==> src/rtl/pac_pkg.sv <==
// Shared types and constants for the probabilistic approximate counter.
`default_nettype none

package pac_pkg;

    localparam int COUNTER_BITS = 16;
    localparam int RANDOM_BITS  = 32;
    localparam int RAND_SHIFT   = 32 - RANDOM_BITS;

    localparam int CFG_ADDR_W = 5;
    localparam int CFG_DATA_W = 64;

    localparam logic [COUNTER_BITS-1:0] CNT_MAX = '1;
    localparam logic [32:0] PROB_ONE   = 33'h1_0000_0000;
    localparam logic [63:0] GROWTH_ONE = 64'h0000_0001_0000_0000;

    localparam logic [31:0] SCALE_A_RESET       = 32'd1966080;
    localparam logic [47:0] GROWTH_FACTOR_RESET = 48'd4438236641;
    localparam logic [31:0] SHRINK_FACTOR_RESET = 32'd4156496348;

    typedef enum logic [1:0] {
        REG_SCALE_A       = 2'd0,
        REG_GROWTH_FACTOR = 2'd1,
        REG_SHRINK_FACTOR = 2'd2
    } pac_reg_idx_t;

    typedef struct packed {
        logic [31:0] scale_a;
        logic [47:0] growth_factor;
        logic [31:0] shrink_factor;
    } pac_cfg_t;

    typedef struct packed {
        logic [31:0] random_word;
        logic        end_of_batch;
    } pac_item_t;

    typedef struct packed {
        logic [15:0] register_value;
        logic        advanced;
        logic [63:0] growth_term;
        logic        saturated;
        logic        batch_done;
    } pac_event_t;

    typedef struct packed {
        logic [15:0] register_value;
        logic        advanced;
        logic [63:0] estimate;
        logic        saturated;
        logic        batch_done;
    } pac_result_t;

endpackage

`default_nettype wire

==> src/rtl/pac_cfg_regs.sv <==
// APB configuration registers of the probabilistic approximate counter.
`default_nettype none

module pac_cfg_regs
    import pac_pkg::*;
(
    input  wire logic                  aclk,
    input  wire logic                  aresetn,
    input  wire logic                  psel,
    input  wire logic                  penable,
    input  wire logic                  pwrite,
    input  wire logic [CFG_ADDR_W-1:0] paddr,
    input  wire logic [CFG_DATA_W-1:0] pwdata,
    output logic      [CFG_DATA_W-1:0] prdata,
    output logic                       pready,
    output pac_cfg_t                   cfg
);

    pac_cfg_t     cfg_reg;
    pac_cfg_t     cfg_next;
    pac_reg_idx_t idx;
    logic         wr_en;

    assign idx    = pac_reg_idx_t'(paddr[CFG_ADDR_W-1:3]);
    assign wr_en  = psel && penable && pwrite;
    assign pready = 1'b1;
    assign cfg    = cfg_reg;

    always_comb begin
        cfg_next = cfg_reg;
        if (wr_en) begin
            case (idx)
                REG_SCALE_A:       cfg_next.scale_a       = pwdata[31:0];
                REG_GROWTH_FACTOR: cfg_next.growth_factor = pwdata[47:0];
                REG_SHRINK_FACTOR: cfg_next.shrink_factor = pwdata[31:0];
                default:           cfg_next = cfg_reg;
            endcase
        end
    end

    always_comb begin
        case (idx)
            REG_SCALE_A:       prdata = CFG_DATA_W'(cfg_reg.scale_a);
            REG_GROWTH_FACTOR: prdata = CFG_DATA_W'(cfg_reg.growth_factor);
            REG_SHRINK_FACTOR: prdata = CFG_DATA_W'(cfg_reg.shrink_factor);
            default:           prdata = '0;
        endcase
    end

    always_ff @(posedge aclk) begin
        if (!aresetn) begin
            cfg_reg.scale_a       <= SCALE_A_RESET;
            cfg_reg.growth_factor <= GROWTH_FACTOR_RESET;
            cfg_reg.shrink_factor <= SHRINK_FACTOR_RESET;
        end else begin
            cfg_reg <= cfg_next;
        end
    end

endmodule

`default_nettype wire

==> config.mk <==
export PLATFORM = sky130hd
export DESIGN_NAME = pac_cfg_regs
export DESIGN_NICKNAME = d
export VERILOG_FILES = /design/src/rtl/pac_pkg.sv /design/src/rtl/pac_cfg_regs.sv
export SDC_FILE = /design/constraint.sdc
export NUM_CORES = 1
export LEC_CHECK = 0
export BUFFER_PORTS_ARGS = -buffer_cell sky130_fd_sc_hd__buf_2
export CAP_MARGIN = 20
export CORE_MARGIN = 2
export CORE_UTILIZATION = 42
export DETAILED_ROUTE_END_ITERATION = 8
export GPL_TIMING_DRIVEN = 0
export PLACE_DENSITY = 0.76
export SYNTH_ARGS = -nofsm -noshare
export SYNTH_HDL_FRONTEND = slang
export SYNTH_SLANG_ARGS = --single-unit
export TNS_END_PERCENT = 100
==> constraint.sdc <==
create_clock -name aclk -period 1.2 [get_ports aclk]
set_clock_uncertainty 0.1 [all_clocks]
set_input_delay 0.12 -clock aclk [delete_from_list [all_inputs] [get_ports aclk]]
set_output_delay 0.12 -clock aclk [all_outputs]
set_load 0.005 [all_outputs]
==> out/metrics.cfg <==
[outcome]
outcome = finished, violations left
failed_checks = negative setup slack

[yosys]
yosys_warnings = 0
primary_ff_master_synth = dfxtp_1
post_synth_inst_count = 609
ys_ff_latch = 112
synth.avg_cell_area_um2 = 8.61
async_flop_share_pct = 0
synth.distinct_cells = 25
synthesis.area_um2 = 5250
synthDominantCellAreaShare_pct = 42.7
synthDominantAreaCellType = dfxtp_1
number_of_synthesized_flops_with_an_enable_pin = 0
yosysSeqAreaShare_pct = 42.7
synth_top_cells_by_area = dfxtp_1 (43%), mux2i_1 (20%), nand2_1 (11%)
synth.most_common_cell = nand2_1
synth.cells.most_frequent = nand2_1 (150), dfxtp_1 (112), mux2i_1 (107), o21ai_0 (54)

[worst_setup_path]
critical_register_to_register_path_endpoint = cfg[49]$_SDFFE_PN1P_
timing.setup.critical_path_class = in2out
regToRegSetupSlack_ns = 0.19
crit_path_launch_type = input port
count_of_cells_along_the_worst_register_to_register_path = 4
worst-endpoint-required_ns = 0.98
critical_path_peak_fanout = 7
regToRegStartpoint = cfg[49]$_SDFFE_PN1P_
cp-end-kind = output pin
data_arrival_at_the_endpoint_of_the_critical_path_ns = 1.06

[timing]
hold_viol = 0
fin_crit_sh_pct = 107
rsz0062_at_grt = yes
post-route-worst-setup-slack_ns = -0.0840
max_clock_freq_mhz = 779
setup-violations-final = 49
slew_headroom_pct = 50.3
worst-slew-pin-transition_ns = 0.746
report.final.slew_viol_count = 0
min_clock_period_post_route_ns = 1.28

[clock_network]
cts_made_buffers = 9
clockRootBuffer = clkbuf_16
clockBufferDepth = 2
clock_sinks = 112
clk_pin_slew_worst_paths_ns = 0.07
cts_tree = done
h-tree-depth = 3
clk-insertion-delay-late_ns = 0.34

[layout]
inserted_diodes = 0
final_area_um2 = 8160
layout-area-overhead-vs-synth_pct = 55.6
final_net_count = 1021
layout-drive-gt1-share_pct = 43.6
largest_reg_flops = 112

[drt]
post_route_antenna_net_violation_count = 0
drt_drc_violations_left = 0
routed_wl_um = 20800
detailedRoute.firstPassIterationCount = 5
vias_per_cell = 5.18
drt_iter0_drc = 387
detail_route.wl_per_cell_um = 18.5
total_number_of_vias = 5802

[placement]
pre_cts_slack_ns = -0.625
portBuffers = 213
routabilityCongestion = 0.815
hpwl_um = 13000
postPlaceCellArea_um2 = 6580

[global_routing]
use_met1_pct = 35.7
grt_antenna_before_repair = 0
groute.usage.overall_pct = 29.3
grt_pass1_wl_um = 29500
met3_track_demand_over_resource_pct = 4.76
met2_usage_pct = 50.6
global_route.peak_usage_layer = met2
maximum_number_of_pins_on_one_net_before_global_route_repair = 20
grt_remaining_overflow = 0
first_global_vias = 5482

[hold_path]
hold-path-cell-count = 4
worst_hold_startpoint = aresetn
holdPathEnd = cfg[51]$_SDFFE_PN1P_
hold_class = in2reg

[power_and_ir_drop]
p_leak_nw = 4.03
vdd_drop_max_uv = 618
power.density_nw_per_um2 = 979

[die]
coreArea_um2 = 12100
design.portCount = 251
fp.dieH_um = 116
rows = 40
die_x_um = 116
start_util_pct = 43.3
dieArea_um2 = 13400

[run]
max_cap_viol_count = 0

[stage by stage]
| stage | std cells | power, mW | setup TNS [ns] | utilization, % | hold WS (ns) |
|---|---|---|---|---|---|
| detailed placement | 1005 | 4.79 | -55.13 | 54.3 | 0.279 |
| floorplan | 624 | 4.38 | 0 | - | 0.162 |
| finish | 1120 | 7.99 | -2.33 | 67.4 | 0.0713 |
| global placement | 1005 | 4.78 | -52.01 | 54.3 | 0.270 |
| CTS | 1108 | 7.91 | -1.85 | 65.4 | 0.0595 |
| global route | 1120 | 8.24 | -4.64 | 67.4 | 0.119 |
[where the power goes]
group	switching (mW)	leakage, nW	internal, mW
logic	0.631	2.97	0.594
clock network	1.49	0.140	1.45
registers	0.0468	0.923	3.78
[how the worst max path moves through the flow]
stage,from,endpoint,depth (start not counted)
2_1_floorplan,paddr[3],cfg[61]$_SDFFE_PN0P_,6
3_3_place_gp,aresetn,cfg[16]$_SDFFE_PN1P_,4
3_5_place_dp,aresetn,cfg[12]$_SDFFE_PN1P_,4
4_1_cts,cfg[50]$_SDFFE_PN0P_,prdata[18],3
5_1_grt,cfg[34]$_SDFFE_PN0P_,prdata[2],3
6_report,paddr[4],prdata[38],7
[kinds of logic (layout without fill, tap and decap cells)]
kind of cell | after synthesis | in the layout | share of synthesized area [%]
other | 2 | 17 | 0.143
buffers and inverters | 101 | 429 | 9.92
flip-flops | 112 | 112 | 42.7
AND/OR/NAND/NOR | 194 | 194 | 16.2
AO/OA/AOI/OAI | 93 | 93 | 10.5
multiplexers | 107 | 107 | 20.4
[layout make-up]
type / count / area [um^2]
fillers: 1006 / 3950
multi-input cells: 411 / 2590
flip-flops and latches: 112 / 2320
repair buffers: 314 / 2070
plain buffers: 64 / 553
clock buffers: 10 / 229
well taps: 168 / 210
inverters: 35 / 131
clock inverters: 6 / 56.3
[worst max-delay path: stages]
cell	delay, ns
buf_8	0.10
buf_8	0.12
buf_8	0.13
nor2b_4	0.18
clkbuf_16	0.19
and2_4	0.14
buf_6	0.08
[routing by layer]
metal	part of all wire, %	wire length, um	vias up
li1	-	-	2680
met1	40	8320	2756
met2	50	10300	311
met3	7.0	1440	55
met4	3.3	687	0
met5	0	0	-
[cells in the final DEF, fill, tap and decap left out, types with 7 or more instances in the layout]
cell and instances:
buf_2 208, nand2_1 144, mux2i_1 107, buf_4 65, dfxtp_2 64, dlygate4sd3_1 49
dfxtp_1 48, inv_1 35, o211ai_1 35, o21ai_1 32, o21ai_0 22, conb_1 17
buf_6 16, clkbuf_1 13, clkbuf_16 12, nand3_1 11, and2_1 10, clkbuf_2 8
nand2_2 7, and2_4 7
[what timing repair did]
item	in CTS	in global routing
pin swaps	14	6
endpoints found under the setup margin	98	95
hold endpoints to repair	109	2
hold buffers	49	1
gates cloned	1	2
setup buffers	38	11
resized for setup	144	42
No activity file was read; power rests on OpenSTA's default activity.
